--- src/sfd_pkg.sv ---
// Shared constants, types and saturation helper for the stereo feedback delay.
package sfd_pkg;

  localparam int STORE_DEPTH = 131072;
  localparam int SAMPLE_W    = 24;
  localparam int ADDR_W      = $clog2(STORE_DEPTH);
  localparam int DLY_W       = 17;
  localparam int FRAC_W      = 16;
  localparam int GAIN_W      = FRAC_W + 1;
  localparam int UNITY       = 1 << FRAC_W;
  localparam int ACC_W       = SAMPLE_W + GAIN_W + 2;
  localparam int CMP_W       = ((ADDR_W > DLY_W) ? ADDR_W : DLY_W) + 1;
  localparam int REG_NUM     = 3;
  localparam int IDX_W       = $clog2(REG_NUM);
  localparam int APB_AW      = IDX_W + 2;
  localparam int APB_DW      = 32;

  typedef enum logic [IDX_W-1:0] {
    REG_DELAY    = 0,
    REG_FEEDBACK = 1,
    REG_WET      = 2
  } reg_idx_t;

  typedef logic signed [SAMPLE_W-1:0] sample_t;
  typedef logic [GAIN_W-1:0]          gain_t;
  typedef logic [ADDR_W-1:0]          addr_t;
  typedef logic signed [ACC_W-1:0]    acc_t;

  typedef struct packed {
    addr_t delay;
    gain_t fb;
    gain_t wet;
    gain_t dry;
  } cfg_t;

  typedef struct packed {
    logic  valid;
    addr_t wp;
    logic  hit;
    logic  filled;
  } ctl_t;

  localparam acc_t SAT_HI = {{(ACC_W-SAMPLE_W+1){1'b0}}, {(SAMPLE_W-1){1'b1}}};
  localparam acc_t SAT_LO = ~SAT_HI;

  function automatic sample_t sat(acc_t v);
    sample_t r;
    if (v > SAT_HI) begin
      r = SAT_HI[SAMPLE_W-1:0];
    end else if (v < SAT_LO) begin
      r = SAT_LO[SAMPLE_W-1:0];
    end else begin
      r = v[SAMPLE_W-1:0];
    end
    return r;
  endfunction

endpackage

--- src/sfd_merge.sv ---
// Output register that joins both lanes and drives the pipeline advance.
module sfd_merge
  import sfd_pkg::*;
(
  input  logic    clk,
  input  logic    rst_n,
  input  logic    s3_valid,
  input  sample_t y_l,
  input  sample_t y_r,
  input  logic    out_stall,
  output logic    out_valid,
  output sample_t left_out,
  output sample_t right_out,
  output logic    en
);

  logic    out_valid_r;
  sample_t left_r;
  sample_t right_r;

  assign en = !out_valid_r || !out_stall;

  always_ff @(posedge clk) begin
    if (!rst_n) begin
      out_valid_r <= 1'b0;
    end else if (en) begin
      out_valid_r <= s3_valid;
    end
    if (en) begin
      left_r  <= y_l;
      right_r <= y_r;
    end
  end

  assign out_valid = out_valid_r;
  assign left_out  = left_r;
  assign right_out = right_r;

endmodule

--- config.mk ---
export PLATFORM = sky130hd
export DESIGN_NAME = sfd_merge
export DESIGN_NICKNAME = d
export VERILOG_FILES = /design/src/sfd_pkg.sv /design/src/sfd_merge.sv
export SDC_FILE = /design/constraint.sdc
export NUM_CORES = 1
export LEC_CHECK = 0
export BUFFER_PORTS_ARGS = -buffer_cell sky130_fd_sc_hd__buf_2
export CORE_UTILIZATION = 43
export DETAILED_ROUTE_END_ITERATION = 6
export PLACE_DENSITY_LB_ADDON = 0.1
export RECOVER_POWER = 50
export SKIP_CTS_REPAIR_TIMING = 1
export SLEW_MARGIN = 20
export SYNTH_ARGS = -nofsm -noshare
export SYNTH_HDL_FRONTEND = slang
export SYNTH_SLANG_ARGS = --single-unit
--- constraint.sdc ---
create_clock -name clk -period 3.7 [get_ports clk]
set_clock_uncertainty 0.2 [all_clocks]
set_input_delay 0.37 -clock clk [delete_from_list [all_inputs] [get_ports clk]]
set_output_delay 0.37 -clock clk [all_outputs]
set_load 0.005 [all_outputs]
# [Word-level counts from Yosys, hierarchy flattened]
# Cells that the tools add are included.
[word_totals] register_bits=49 elab_cells=6 out_inout_bits=50
[op_classes] reduce_logical=3
[ops] operator="logical NOT 1 bit" n=2
[ops] operator="logical OR 1 bit" n=1

# [Logic depth before layout (Yosys ltp)]
[logic_depth] word_depth=2 ltp_mapped=2 ltp_nobuf=2

# [Least setup slack after synthesis]
# No wires, ideal clock.
[synth_path] kind="in2reg" from="in out_stall" to="reg left_r[0] (netlist: left_out[0]) (enable)" slack_ns=1.665 path_stages=1 required_time_ns=3.092 arrival_time_ns=1.427 setup_time_ns=0.408 path_cell_list="nand2_1"
[synth_between] elab_chain_cells=2
[synth_lines] item="start: declaration" line="sfd_merge.sv:10" source="input logic out_stall,"
[synth_lines] item="logical NOT 1 bit" line="sfd_merge.sv:21" source="assign en = !out_valid_r || !out_stall;"
[synth_lines] item="logical OR 1 bit" line="sfd_merge.sv:21"
[synth_lines] item="end signal: assignment" line="sfd_merge.sv:30" source="left_r <= y_l;"
[synth_lines] item="end: declaration" line="sfd_merge.sv:18" source="sample_t left_r;"
# No other way between the ends.
# A chain may end at the register's enable or synchronous reset.

# [Final worst setup path]
[layout_path] from="reg out_valid_r (netlist: out_valid)" to="out en"
[layout_between] elab_chain_cells=2
[layout_lines] item="start: declaration" line="sfd_merge.sv:17" source="logic out_valid_r;"
[layout_lines] item="start signal: assignment" line="sfd_merge.sv:27" source="out_valid_r <= s3_valid;"
[layout_lines] item="logical NOT 1 bit" line="sfd_merge.sv:21"
[layout_lines] item="logical OR 1 bit" line="sfd_merge.sv:21"
[layout_lines] item="end: declaration" line="sfd_merge.sv:14" source="output logic en"
# No other way between the ends.

==> results.cfg <==
[run_status]
outcome = finished clean

[min_path]
hold_class = in2reg
holdCritStartpoint = rst_n

[pwr]
power.leakage_uw = 0.001145
power.ir.vdd_worst_v = 0.0002607
switching_power_uw = 206.0
comb_power_share_pct = 11.8
totalPowerFinal_uw = 1005
seq_power_share_pct = 65.8
cellPowerDensity_nw_per_um2 = 390.2
pwr-share-clk_pct = 22.4
switching_share_pct = 20.49
internal_power_uw = 799.3

[layout]
layout_common_cells = buf_2, dlygate4sd3_1, edfxtp_1, clkbuf_4
final_common_cell = buf_2
postLayoutCoreUtil_pct = 81.71
finish.net_count = 261
drive_gt1_share_pct = 51.90
antenna_cells_inserted = 0
syn2layout_area_growth_pct = 74.49
finalInstanceArea_um2 = 2576

[detailed_routing]
routed_wire_length_per_instance_um = 14.06
route.detailed.drc = 0
viasPerCell = 4.346
postRouteWirelength_mm = 3.572
drt_pre_antenna_iters = 4
drt_iter0_drc = 23
detailroute.via_count = 1104
ant_nets = 0

[logic_synthesis]
netlist_area_um2 = 1476
post_synth.cell_area_avg_um2 = 28.39
synthesis.instances = 52
flip_flop_and_latch_count_after_synthesis = 49
synth.net_count = 104
synth-warning-count = 0
synth_seq_area_share_pct = 98.98
yosysUniqueCellTypes = 5

[floorplan]
floorplan_die_area_um2 = 3672
floorplan.initialDensity_pct = 46.83
die_w_um = 60.60
num_rows = 20
fp.dieH_um = 60.60
io-pin-count = 102
core_area_um2 = 3153

[worst_setup_path]
worstSetupEndpoint = en
critical_path.max_fanout = 23
worst_ep_required_time_ps = 3130
ff2ff_path_depth = 2
path_class = reg2out
timing.rr.start = out_valid$_SDFFE_PN0P_
ff2ff_setup_slack_ps = 1680
setup.worst_path.end_class = output pin
setup.worst_path.start = out_valid$_SDFFE_PN0P_
capturing_point_of_the_worst_reg2reg_path = left_out[0]$_DFFE_PP_
worst_setup_path_start_kind = flip-flop
arrival_ps = 1650

[global_routing]
antenna_found_initial = 0
vias_in_the_first_global_route = 860
gr-usage-all-layers_pct = 14.88
grt_overflow = 0
grt_start_max_net_pins = 28
grt_pass1_wl_mm = 3.677

[run]
maxCapViolations = 0

[clocking]
clk_latency_ps = 340
clock_tree.htree_level_count = 2
tritoncts = done
ctsRootBufferMaster = clkbuf_4
largest_buffer_count_on_any_clock_path = 2
clkTransAtPathRegs_ps = 120
tritoncts.num_buffers = 5
clock-sinks = 49

[sta]
hold_viol_final = 0
fin_setup_tns_ps = 0
timing.final.max_slew_violations = 0
maxSlewHeadroom_pct = 39.91
fmax_achieved_mhz = 449.8
unrepaired_setup_endpoints_after_global_routing = false
layout_worst_path_cycle_share_pct = 60.09
period_minus_slack_ps = 2223
setup_slack_ps = 1477
worst_slew_pin_slew_ps = 899.2
finalSetupViolations = 0

[place]
portBuffers = 101
dpl-instance-area_um2 = 2047
final_estimated_routing_congestion_in_global_placement = 0.6844
placement.setup.worst_slack_ps = 1839
cells by family after synthesis:
logic type      after synthesis  synth area share, %
compound gates                1               0.3387
flops                        49                98.98
simple gates                  2               0.6780
area by class of cell:
class | count | area, µm²
Sequential cell | 49 | 1461
Timing Repair Buffer | 150 | 993.5
Fill cell | 196 | 576.8
Tap cell | 44 | 55.05
Clock buffer | 6 | 41.29
Multi-Input combinational cell | 3 | 15.01
Clock inverter | 2 | 10.01
stage by stage:
step | hold slack (ps) | cells
floorplan | 268.9 | 52
finish | 68.70 | 254
detailed placement | 348.1 | 198
global placement | 321.5 | 198
global route | 44.35 | 254
CTS | -28.81 | 206
power groups by stage:
stage	clock network (µW)	logic [µW]	registers [µW]
floorplan	0	7.42	680
global placement	0	76.9	672
detailed placement	0	78.4	673
CTS	229	78.4	660
global route	258	130	665
finish	226	119	661
how the worst min path moves through the flow:
stage | end | slack (ps) | depth (start not counted)
after floorplan | left_out[0]$_DFFE_PP_ | 270 | 0
after global placement | out_valid$_SDFFE_PN0P_ | 320 | 2
after detailed placement | right_out[15]$_DFFE_PP_ | 350 | 1
after CTS | right_out[3]$_DFFE_PP_ | -30 | 1
after global routing | out_valid$_SDFFE_PN0P_ | 40 | 2
final | out_valid$_SDFFE_PN0P_ | 70 | 2
routing by layer:
metal	GRT usage [%]	part of all wire [%]	up-vias
met5	0	0	-
met4	3.896	0.81	0
met3	8.102	7.6	4
met2	26.37	56	67
met1	15.29	36	510
li1	-	-	523
state kept, by name (all words and copies together), names as in the netlist:
| register | flops |
|---|---|
| out_valid | 1 |
| left_out | 24 |
| right_out | 24 |
synth_stat cells:
cell type	count	area [µm²]
nand2_1	1	3.750
nor2b_1	1	6.260
a21oi_1	1	5.000
edfxtp_1	48	1441
dfxtp_1	1	20.02
critical path: stages (launching register included):
cell	delay (ps)
dfxtp_1	410
nand2_1	550
buf_2	350
(Power assumes the default switching activity.)
