`src/sfd_pkg.sv`:
```
// Shared constants, types and saturation helper for the stereo feedback delay.
package sfd_pkg;

  localparam int STORE_DEPTH = 131072;
  localparam int SAMPLE_W    = 24;
  localparam int ADDR_W      = $clog2(STORE_DEPTH);
  localparam int DLY_W       = 17;
  localparam int FRAC_W      = 16;
  localparam int GAIN_W      = FRAC_W + 1;
  localparam int UNITY       = 1 << FRAC_W;
  localparam int ACC_W       = SAMPLE_W + GAIN_W + 2;
  localparam int CMP_W       = ((ADDR_W > DLY_W) ? ADDR_W : DLY_W) + 1;
  localparam int REG_NUM     = 3;
  localparam int IDX_W       = $clog2(REG_NUM);
  localparam int APB_AW      = IDX_W + 2;
  localparam int APB_DW      = 32;

  typedef enum logic [IDX_W-1:0] {
    REG_DELAY    = 0,
    REG_FEEDBACK = 1,
    REG_WET      = 2
  } reg_idx_t;

  typedef logic signed [SAMPLE_W-1:0] sample_t;
  typedef logic [GAIN_W-1:0]          gain_t;
  typedef logic [ADDR_W-1:0]          addr_t;
  typedef logic signed [ACC_W-1:0]    acc_t;

  typedef struct packed {
    addr_t delay;
    gain_t fb;
    gain_t wet;
    gain_t dry;
  } cfg_t;

  typedef struct packed {
    logic  valid;
    addr_t wp;
    logic  hit;
    logic  filled;
  } ctl_t;

  localparam acc_t SAT_HI = {{(ACC_W-SAMPLE_W+1){1'b0}}, {(SAMPLE_W-1){1'b1}}};
  localparam acc_t SAT_LO = ~SAT_HI;

  function automatic sample_t sat(acc_t v);
    sample_t r;
    if (v > SAT_HI) begin
      r = SAT_HI[SAMPLE_W-1:0];
    end else if (v < SAT_LO) begin
      r = SAT_LO[SAMPLE_W-1:0];
    end else begin
      r = v[SAMPLE_W-1:0];
    end
    return r;
  endfunction

endpackage

```
`src/sfd_regs.sv`:
```
// APB register file holding delay, feedback gain and wet mix, with clamped views.
module sfd_regs
  import sfd_pkg::*;
(
  input  logic              clk,
  input  logic              rst_n,
  input  logic              psel,
  input  logic              penable,
  input  logic              pwrite,
  input  logic [APB_AW-1:0] paddr,
  input  logic [APB_DW-1:0] pwdata,
  output logic [APB_DW-1:0] prdata,
  output logic              pready,
  output cfg_t              cfg
);

  logic [DLY_W-1:0]  delay_r;
  gain_t             fb_r;
  gain_t             wet_r;
  reg_idx_t          idx;
  logic              wr;
  logic [CMP_W-1:0]  d_wide;
  gain_t             wet_c;

  assign idx    = reg_idx_t'(paddr[APB_AW-1:2]);
  assign wr     = psel && penable && pwrite;
  assign pready = 1'b1;

  always_ff @(posedge clk) begin
    if (!rst_n) begin
      delay_r <= '0;
      fb_r    <= '0;
      wet_r   <= '0;
    end else if (wr) begin
      case (idx)
        REG_DELAY:    delay_r <= pwdata[DLY_W-1:0];
        REG_FEEDBACK: fb_r    <= pwdata[GAIN_W-1:0];
        REG_WET:      wet_r   <= pwdata[GAIN_W-1:0];
        default: ;
      endcase
    end
  end

  always_comb begin
    case (idx)
      REG_DELAY:    prdata = APB_DW'(delay_r);
      REG_FEEDBACK: prdata = APB_DW'(fb_r);
      REG_WET:      prdata = APB_DW'(wet_r);
      default:      prdata = '0;
    endcase
  end

  // Gains above unity saturate to unity; the delay saturates to the store depth minus one.
  assign d_wide = CMP_W'(delay_r);
  assign wet_c  = wet_r[GAIN_W-1] ? GAIN_W'(UNITY) : wet_r;

  always_comb begin
    if (d_wide > CMP_W'(STORE_DEPTH - 1)) begin
      cfg.delay = ADDR_W'(STORE_DEPTH - 1);
    end else begin
      cfg.delay = ADDR_W'(delay_r);
    end
    cfg.fb  = fb_r[GAIN_W-1] ? GAIN_W'(UNITY) : fb_r;
    cfg.wet = wet_c;
    cfg.dry = GAIN_W'(UNITY) - wet_c;
  end

endmodule

```
`config.mk`:
```
export PLATFORM = sky130hd
export DESIGN_NAME = sfd_regs
export DESIGN_NICKNAME = d
export VERILOG_FILES = /design/src/sfd_pkg.sv /design/src/sfd_regs.sv
export SDC_FILE = /design/constraint.sdc
export NUM_CORES = 1
export LEC_CHECK = 0
export ABC_AREA = 1
export BUFFER_PORTS_ARGS = -buffer_cell sky130_fd_sc_hd__clkbuf_2
export CAP_MARGIN = 5
export CORE_MARGIN = 1
export CORE_UTILIZATION = 50
export CTS_CLUSTER_SIZE = 14
export DETAILED_ROUTE_END_ITERATION = 8
export PLACE_DENSITY = 0.95
export SLEW_MARGIN = 5
export SYNTH_ARGS = -nofsm -noshare
export SYNTH_HDL_FRONTEND = slang
export SYNTH_SLANG_ARGS = --single-unit
```
`constraint.sdc`:
```
create_clock -name clk -period 3.7 [get_ports clk]
set_input_delay 0.185 -clock clk [delete_from_list [all_inputs] [get_ports clk]]
set_output_delay 0.185 -clock clk [all_outputs]
set_load 0.01 [all_outputs]
```
# --- Word level (Yosys, flattened, before mapping) ---
# Index checks and enable logic that the tools add are counted.
classes:
  order_cmp: 1
  eq_ne: 2
  mux: 4
  reduce_logical: 6
  addsub: 1
op_table:
  columns: ["cell", "count"]
  rows:
  - ["$mux 17", 3]
  - ["$pmux 17 s3", 1]
  - ["$gt 17x17->1 const B", 1]
  - ["$sub 17x17->17 const A", 1]
  - ["$reduce_and 2->1", 3]
  - ["$eq 2x1->1 const B", 1]
  - ["$eq 2x2->1 const B", 1]
  - ["$logic_and 1x1->1", 2]
  - ["$logic_not 2->1", 1]
word_totals:
  register_bits: 51
  input_bits: 41
  out_inout_bits: 101

# --- Longest topological paths before layout ---
# Gate-level depths: netlist (run 1).
logic_depth:
  depth_word: 3
  ltp_mapped: 9

# --- Least setup slack after synthesis (run 1) ---
# OpenSTA, ideal clock, no wires.
synth_timing:
  path_type: "flip-flop to output port"
  start: "register wet_r[16]"
  end: "output port cfg[6] (netlist bit)"
  path_slack_ps: 2169
  stages_incl_launch_ff: 8
  required_time_ps: 3515
  t_arrival_ps: 1346
  path_buffers: 1
  cell_sequence: "dfxtp_1 buf_6 nor2_1 inv_1 ha_1 nand3_2 nor2_1 xnor2_1"
synth_lines:
  columns: ["item", "line", "rtl"]
  rows:
  - ["start: declaration", "sfd_regs.sv:19", "gain_t wet_r;"]
  - ["start signal: assignment", "sfd_regs.sv:38", "REG_WET: wet_r <= pwdata[GAIN_W-1:0];"]
  - ["end: declaration", "sfd_regs.sv:14", "output cfg_t cfg"]

==> results of run 1 <==
where the power goes:
part / leakage [nW] / switching [mW] / internal [mW]
logic: 1.35 / 0.135 / 0.0732
clock network: 0.0515 / 0.174 / 0.171
registers: 0.413 / 0.0127 / 0.561
metrics by stage:
stage               utilization  hold WS, ns  setup slack [ns]
floorplan                     -        0.323              2.17
global placement          0.587        0.455              1.75
detailed placement        0.587        0.466              1.72
CTS                       0.605        0.149              1.39
global route              0.605        0.151              1.19
finish                    0.605        0.154              1.39
routing by layer:
layer,routed length (um),GRT usage,share of wire
met1,3350,0.322,0.44
met2,3500,0.416,0.46
met3,614,0.0471,0.081
met4,85,0.0727,0.011
met5,0,0,0
area by class of cell:
| cell class | count | area share |
|---|---|---|
| Multi-Input combinational cell | 275 | 0.416 |
| Sequential cell | 51 | 0.301 |
| Timing Repair Buffer | 108 | 0.159 |
| Inverter | 60 | 0.0672 |
| Clock buffer | 8 | 0.0295 |
| Tap cell | 72 | 0.0266 |
worst max-delay path: stages, from the launching register on:
cell and delay (ns):
dfxtp_1 0.57, inv_4 0.19, nand2_1 0.14, ha_1 0.22, nand3_2 0.15, nor2_4 0.24, nand2_1 0.08, nand2_1 0.06
nand2_1 0.06, clkbuf_2 0.12
worst max-delay path by stage:
stage | end | slack, ns
after detailed placement | cfg[16] | 1.72
final | cfg[16] | 1.39
after global placement | cfg[14] | 1.75
after floorplan | cfg[6] | 2.17
after CTS | cfg[16] | 1.39
after global routing | cfg[14] | 1.19
cell families (layout without fill, tap and decap cells):
group,count (synthesis),after routing,share of synthesized area
XOR/XNOR,7,7,0.0207
buffers and inverters,119,176,0.197
flip-flops,51,51,0.345
AND/OR/NAND/NOR,119,119,0.182
adder cells (fa/ha/maj),1,1,0.00422
AO/OA/AOI/OAI,132,132,0.249
other,2,16,0.00253
flip-flops by register name, indices dropped and copies added (netlist names):
signal / count
wet_r: 17
delay_r: 17
fb_r: 17
synthesized netlist by cell type, drive strengths merged:
cell type / instances / share of area
nand3: 21 / 0.037
xor2: 6 / 0.018
nor2: 34 / 0.059
and2: 2 / 0.0042
clkbuf: 27 / 0.034
o211ai: 11 / 0.028
o221ai: 6 / 0.018
conb: 2 / 0.0025
inv: 60 / 0.077
dfxtp: 51 / 0.34
xnor2: 1 / 0.0030
buf: 32 / 0.086
a21oi: 51 / 0.090
nand2: 62 / 0.082
ha: 1 / 0.0042
o21ai: 64 / 0.11
==> results.sh, run 1 <==
export IMPL_gp_congestion=0.826
export IMPL_finalPower_mw=1.13
export IMPL_slew_viol_final=0
export IMPL_peakVddDrop_mv=0.256
export IMPL_critPathKind="reg2out"
export IMPL_nets=543
export IMPL_critPathLaunchType="flip-flop"
export IMPL_start_util=0.528
export IMPL_final_cell_mix="108 x clkbuf_2, 60 x nand2_1, 57 x inv_1"
export IMPL_grt_overflow_total=0
export IMPL_rrSetupSlack_ns=2.44
export IMPL_ios=142
export IMPL_fillers=531
export IMPL_final_setup_tns_ns=0
export IMPL_area_growth_pct=14.4
export IMPL_grt_max_degree=52
export IMPL_cts_sinks=51
export IMPL_drive_gt1_frac=0.269
export IMPL_hold_viol=0
export IMPL_r2r_end="fb_r[16]$_SDFFE_PN0P_"
export IMPL_drtIter0Drc=230
export IMPL_hold_path_endpoint="wet_r[11]$_SDFFE_PN0P_"
export IMPL_timing_fmax_ghz=0.433
export IMPL_finalSetupViolations=0
export IMPL_crit_required_ns=3.51
export IMPL_hold_depth=3
export IMPL_power_leakage_nw=1.81
export IMPL_min_path_type="in2reg"
export IMPL_worstSetupStartpoint="wet_r[16]$_SDFFE_PN0P_"
export IMPL_stdcell_count=574
export IMPL_rsz0062_at_grt="no"
export IMPL_powerDensity_nw_per_um2=332
export IMPL_multi_input_area_sq_um=1410
export IMPL_cts_path_max_buffers=2
export IMPL_viasPerCell=5.15
export IMPL_post_dp_hpwl_um=5550
export IMPL_synth_cell_type_count=28
export IMPL_reg2regPathDepth=2
export IMPL_skew_ns=0
export IMPL_cts_hold_buf=0
export IMPL_antenna_cells=0
export IMPL_die_area_sq_um=6240
export IMPL_antenna_found_initial=0
export IMPL_post_route_min_period_ns=2.31
export IMPL_wl_um=7550
export IMPL_seq_area_frac_synth=0.345
export IMPL_cp_end_kind="primary output"
export IMPL_vias=2958
export IMPL_dr_pass1_iters=4
export IMPL_period_share=0.624
export IMPL_grt_use_total=0.248
export IMPL_postRouteAntennaNets=0
export IMPL_tightestPinTransition_ns=0.852
export IMPL_status="complete, no violations"
export IMPL_routedWlPerCell_um=13.2
export IMPL_cts_tree="yes"
export IMPL_syn_cell_area_sq_um=2960
export IMPL_post_cts_resized=0
export IMPL_critPathArrivalTime_ns=2.12
export IMPL_clock_latency_ns=0.29
export IMPL_place_area_sq_um=3290
export IMPL_ys_warn_count=0
export IMPL_regArea_sq_um=1020
export IMPL_synth_seq_cells=51
export IMPL_core_area_sq_um=5610
export IMPL_numCtsBuffers=5
export IMPL_grt_pass1_vias=2624
export IMPL_slew_headroom=0.432
export IMPL_row_count=27
export IMPL_critPathMaxFanout=25
export IMPL_syn_avg_cell_area_sq_um=6.87
export IMPL_max_cap_viol_count=0
export IMPL_hp_start="pwdata[11]"
export IMPL_cts_max_level=2
export IMPL_drc=0
export IMPL_io_buffers=108
export IMPL_placedCellCount=566
export IMPL_root_buffer="clkbuf_8"
export IMPL_die_x_um=79.0
export IMPL_timing_rr_start="fb_r[16]$_SDFFE_PN0P_"
export IMPL_layout_commonest_cell="clkbuf_2"
export IMPL_grt_pass1_wl_um=12300
export IMPL_fin_area_sq_um=3390
export IMPL_dieHeight_um=79.0
export IMPL_path_clk_slew_ns=0.09
export IMPL_synth_cells=431
export IMPL_post_cts_buffers=0
Power figures use the tool's default switching activity.
==> run 2: changes to the inputs <==
--- a/config.mk
+++ b/config.mk
@@ -9,10 +9,10 @@
 export BUFFER_PORTS_ARGS = -buffer_cell sky130_fd_sc_hd__clkbuf_2
 export CAP_MARGIN = 5
 export CORE_MARGIN = 1
-export CORE_UTILIZATION = 50
+export CORE_UTILIZATION = 47
 export CTS_CLUSTER_SIZE = 14
 export DETAILED_ROUTE_END_ITERATION = 8
-export PLACE_DENSITY = 0.95
+export PLACE_DENSITY = 0.92
 export SLEW_MARGIN = 5
 export SYNTH_ARGS = -nofsm -noshare
 export SYNTH_HDL_FRONTEND = slang
==> constraint.sdc (replaced) <==
create_clock -name clk -period 2.15 [get_ports clk]
set_input_delay 0.1075 -clock clk [delete_from_list [all_inputs] [get_ports clk]]
set_output_delay 0.1075 -clock clk [all_outputs]
set_load 0.01 [all_outputs]
==> run 2 against run 1 <==
First-iteration DRC count decreased by 62%. Total power increased by 88%. Register-to-register slack got worse by 1.2 ns. Critical endpoint unchanged. Die area increased by 6.2%. Cell count increased by 1.6%.
==> results.sh, run 2 (synthesis gave the netlist of run 1 again) <==
export IMPL_grt_pass1_wl_um=12300
export IMPL_area_growth_pct=17.3
export IMPL_tightestPinTransition_ns=0.855
export IMPL_timing_fmax_ghz=0.527
export IMPL_cts_max_level=2
export IMPL_slew_headroom=0.430
export IMPL_wl_um=7670
export IMPL_hold_viol=0
export IMPL_final_cell_mix="108 x clkbuf_2, 60 x nand2_1, 57 x inv_1"
export IMPL_root_buffer="clkbuf_8"
export IMPL_critPathMaxFanout=25
export IMPL_final_setup_tns_ns=0
export IMPL_drtIter0Drc=88
export IMPL_post_route_min_period_ns=1.90
export IMPL_powerDensity_nw_per_um2=610
export IMPL_top_regs="delay_r: 17 flops, fb_r: 17 flops, wet_r: 17 flops"
export IMPL_gp_congestion=0.789
export IMPL_grt_max_degree=52
export IMPL_dr_pass1_iters=5
export IMPL_grt_use_total=0.241
export IMPL_clock_power_share=0.363
export IMPL_power_leakage_nw=1.86
export IMPL_numCtsBuffers=5
export IMPL_cts_tree="yes"
export IMPL_fillers=555
export IMPL_slew_viol_final=0
export IMPL_cts_hold_buf=0
export IMPL_ios=142
export IMPL_p_sw_frac=0.264
export IMPL_crit_required_ns=2.04
export IMPL_seqPwrFrac=0.464
export IMPL_placedCellCount=575
export IMPL_die_x_um=81.4
export IMPL_dieHeight_um=81.4
export IMPL_start_util=0.495
export IMPL_finalSetupViolations=0
export IMPL_power_switching_mw=0.560
export IMPL_min_path_type="in2reg"
export IMPL_critPathKind="reg2out"
export IMPL_critPathArrivalTime_ns=1.79
export IMPL_antenna_cells=0
export IMPL_cts_path_max_buffers=2
export IMPL_viasPerCell=5.11
export IMPL_rsz0062_at_grt="no"
export IMPL_postRouteAntennaNets=0
export IMPL_clock_latency_ns=0.30
export IMPL_cp_end_kind="primary output"
export IMPL_status="complete, no violations"
export IMPL_routedWlPerCell_um=13.2
export IMPL_drc=0
export IMPL_io_buffers=108
export IMPL_antenna_found_initial=0
export IMPL_die_area_sq_um=6630
export IMPL_skew_ns=0
export IMPL_nets=549
export IMPL_core_area_sq_um=5990
export IMPL_post_dp_hpwl_um=5710
export IMPL_p_int_mw=1.56
export IMPL_path_clk_slew_ns=0.09
export IMPL_grt_overflow_total=0
export IMPL_drive_gt1_frac=0.281
export IMPL_cts_sinks=51
export IMPL_critPathLaunchType="flip-flop"
export IMPL_vias=2977
export IMPL_max_cap_viol_count=0
export IMPL_fin_util=0.580
export IMPL_stdcell_count=583
export IMPL_row_count=28
export IMPL_layout_commonest_cell="clkbuf_2"
export IMPL_power_frac_comb=0.174
export IMPL_grt_pass1_vias=2659
export IMPL_finalPower_mw=2.12
export IMPL_period_share=0.883
export IMPL_peakVddDrop_mv=0.509
run 2: cell types whose count changed in the layout (fill, tap and decap cells not counted), sizes merged:
cell	delta
buf	+6
bufinv	+2
clkbuf	-2
run 2: path summary, 6_finish.rpt:
check,cells past startpoint,slack [ns],from,to
setup / recovery,9,0.25,wet_r[16]$_SDFFE_PN0P_,cfg[16]
hold / removal,3,0.07,pwdata[10],wet_r[10]$_SDFFE_PN0P_
setup reg to reg,2,1.26,fb_r[16]$_SDFFE_PN0P_,fb_r[16]$_SDFFE_PN0P_
hold reg to reg,2,0.53,fb_r[4]$_SDFFE_PN0P_,fb_r[4]$_SDFFE_PN0P_
run 2: layer usage:
metal  track usage  routed length, um
met1         0.321               3450
met2         0.393               3590
met3        0.0360                538
met4        0.0875                 93
met5             0                  0
run 2: metrics by stage:
stage / setup slack, ns / hold slack, ns / area, sq um
floorplan: 0.696 / 0.246 / 3020
global placement: 0.504 / 0.377 / 3340
detailed placement: 0.466 / 0.388 / 3340
CTS: 0.140 / 0.0667 / 3470
global route: 0.0761 / 0.0781 / 3480
finish: 0.251 / 0.0680 / 3480
run 2: timing repair:
item,4_1_cts,5_1_grt
endpoints found under the hold margin,0,0
resized for setup,0,2
setup endpoints to repair,0,3
setup buffers,0,0
run 2: power by group through the flow:
| stage | clock network (mW) | registers (mW) | logic [mW] |
|---|---|---|---|
| final | 0.770 | 0.984 | 0.368 |
| after global placement | 0 | 1.00 | 0.360 |
| after detailed placement | 0 | 1.00 | 0.367 |
| after CTS | 0.774 | 0.983 | 0.368 |
| after global routing | 0.817 | 0.987 | 0.413 |
| after floorplan | 0 | 0.998 | 0.267 |
run 2: critical path, stage by stage (launching register included):
cell      delay [ns]
dfxtp_2         0.38
inv_4           0.11
nand2_1         0.13
ha_1            0.22
nand3_2         0.15
nor2_4          0.20
nand2_1         0.08
nand2_1         0.06
nand2_1         0.05
clkbuf_2        0.12
run 2: layout make-up:
cell class / instances / area (sq um) / share of cell area
multi-input cells: 275 / 1410 / 0.407
clock inverters: 2 / 60.1 / 0.0173
inverters: 60 / 228 / 0.0655
flip-flops and latches: 51 / 1020 / 0.294
repair buffers: 114 / 586 / 0.168
well taps: 75 / 93.8 / 0.0270
clock buffers: 6 / 72.6 / 0.0209
==> run 3: changes to the inputs <==
--- a/config.mk
+++ b/config.mk
@@ -13,6 +13,7 @@
 export CTS_CLUSTER_SIZE = 14
 export DETAILED_ROUTE_END_ITERATION = 8
 export PLACE_DENSITY = 0.92
+export SETUP_SLACK_MARGIN = 0.3
 export SLEW_MARGIN = 5
 export SYNTH_ARGS = -nofsm -noshare
 export SYNTH_HDL_FRONTEND = slang
==> run 3 against run 2 <==
Sequential share of layout area fell by 0.22 points. Register-to-register slack about the same. Critical endpoint unchanged. Clock skew unchanged. Combinational power barely moved. Largest power group unchanged. Critical path type unchanged.
==> results.sh, run 3 (synthesis gave the netlist of run 1 again) <==
export IMPL_area_growth_pct=18.5
export IMPL_viasPerCell=5.14
export IMPL_drive_gt1_frac=0.287
export IMPL_io_buffers=108
export IMPL_drtIter0Drc=105
export IMPL_routedWlPerCell_um=13.2
export IMPL_p_int_mw=1.56
export IMPL_slew_headroom=0.431
export IMPL_peakVddDrop_mv=0.510
export IMPL_fillers=548
export IMPL_grt_max_degree=52
export IMPL_cts_sinks=51
export IMPL_max_stage_delay_ns=0.39
export IMPL_layout_commonest_cell="clkbuf_2"
export IMPL_power_frac_comb=0.175
export IMPL_critPathLaunchType="flip-flop"
export IMPL_hold_viol=0
export IMPL_finalSetupViolations=0
export IMPL_met1_usage=0.322
export IMPL_drc=0
export IMPL_grt_use_total=0.242
export IMPL_slowest_stage="dfxtp_4"
export IMPL_crit_buf_inv=2
export IMPL_vias=2999
export IMPL_critPathKind="reg2out"
export IMPL_grt_pass1_wl_um=12400
export IMPL_clock_latency_ns=0.30
export IMPL_wl_um=7690
export IMPL_powerDensity_nw_per_um2=604
export IMPL_numCtsBuffers=5
export IMPL_timing_fmax_ghz=0.578
export IMPL_cts_tree="yes"
export IMPL_critPathMaxFanout=25
export IMPL_row_count=28
export IMPL_critPathTopFamily="simple AND/OR/NAND/NOR gates"
export IMPL_power_switching_mw=0.558
export IMPL_period_share=0.805
export IMPL_dieHeight_um=81.4
export IMPL_clock_power_share=0.361
export IMPL_status="complete, no violations"
export IMPL_final_cell_mix="108 x clkbuf_2, 59 x nand2_1, 56 x inv_1"
export IMPL_setup_slack_ns=0.419
export IMPL_antenna_cells=0
export IMPL_post_dp_hpwl_um=5710
export IMPL_dpl_worst_slack_ns=0.466
export IMPL_dr_pass1_iters=5
export IMPL_finalPower_mw=2.12
export IMPL_min_path_type="in2reg"
export IMPL_tightestPinTransition_ns=0.853
export IMPL_power_leakage_nw=1.86
export IMPL_max_cap_viol_count=0
export IMPL_cp_end_kind="primary output"
export IMPL_cp_common_cell="nand2_1"
export IMPL_use_met2=0.394
export IMPL_slew_viol_final=0
export IMPL_top_regs="delay_r: 17 flops, fb_r: 17 flops, wet_r: 17 flops"
export IMPL_antenna_found_initial=0
export IMPL_core_area_sq_um=5990
export IMPL_fin_util=0.586
export IMPL_post_route_min_period_ns=1.73
export IMPL_grt_pass1_vias=2673
export IMPL_postRouteAntennaNets=0
export IMPL_use_met3=0.0360
export IMPL_die_area_sq_um=6630
export IMPL_root_buffer="clkbuf_8"
export IMPL_cts_max_level=2
export IMPL_path_clk_slew_ns=0.09
export IMPL_final_setup_tns_ns=0
export IMPL_crit_chain="inv_8 -> nand2_4 -> ha_4 -> nand3_4 -> nor2_4 -> nand2_1 -> nand2_1 -> nand2_1 -> clkbuf_2"
export IMPL_ios=142
export IMPL_critPathArrivalTime_ns=1.62
export IMPL_gp_congestion=0.789
export IMPL_p_sw_frac=0.263
export IMPL_cts_path_max_buffers=2
export IMPL_die_x_um=81.4
export IMPL_grt_overflow_total=0
export IMPL_rsz0062_at_grt="no"
export IMPL_seqPwrFrac=0.464
export IMPL_top_usage_layer="met2"
export IMPL_crit_required_ns=2.04
export IMPL_start_util=0.495
export IMPL_skew_ns=0
export IMPL_nets=549
[run 3: through the flow]
step                instances  area [sq um]  hold slack, ns
floorplan                 445          3020           0.246
global placement          575          3340           0.377
detailed placement        575          3340           0.388
CTS                       583          3490          0.0667
global route              583          3510          0.0781
finish                    583          3510          0.0691
[run 3: worst paths after layout]
kind | end | slack [ns] | start | depth (start not counted)
worst max-delay path | cfg[16] | 0.42 | wet_r[16]$_SDFFE_PN0P_ | 9
worst min-delay path | wet_r[10]$_SDFFE_PN0P_ | 0.07 | pwdata[10] | 3
worst max register to register | fb_r[16]$_SDFFE_PN0P_ | 1.27 | fb_r[16]$_SDFFE_PN0P_ | 2
worst min register to register | fb_r[5]$_SDFFE_PN0P_ | 0.53 | fb_r[5]$_SDFFE_PN0P_ | 2
[run 3: per-layer routing]
layer	vias to the layer above	routed length [um]
met2	157	3560
met4	0	108
li1	1501	-
met3	11	576
met5	-	0
met1	1330	3450
[run 3: what timing repair did]
action	in CTS	in global routing
pin swaps	1	1
resized for setup	5	6
hold buffers	0	0
setup buffers	0	0
setup endpoints to repair	6	8
[run 3: area by class of cell]
cell class / count / area, sq um / area share
Tap cell: 75 / 93.8 / 0.0267
Clock buffer: 6 / 72.6 / 0.0207
Clock inverter: 2 / 60.1 / 0.0171
Multi-Input combinational cell: 275 / 1440 / 0.411
Sequential cell: 51 / 1020 / 0.292
Timing Repair Buffer: 114 / 586 / 0.167
Inverter: 60 / 233 / 0.0663
[run 3: worst register-to-register path, cell delays in order (launching register included)]
cell,delay [ns]
dfxtp_1,0.50
o21ai_0,0.15
a21oi_1,0.16
[run 3: power by group through the flow]
| stage | clock (mW) | combinational (mW) | sequential [mW] |
|---|---|---|---|
| after floorplan | 0 | 0.267 | 0.998 |
| after global placement | 0 | 0.360 | 1.00 |
| after detailed placement | 0 | 0.367 | 1.00 |
| after CTS | 0.774 | 0.371 | 0.983 |
| after global routing | 0.817 | 0.417 | 0.986 |
| final | 0.765 | 0.371 | 0.983 |
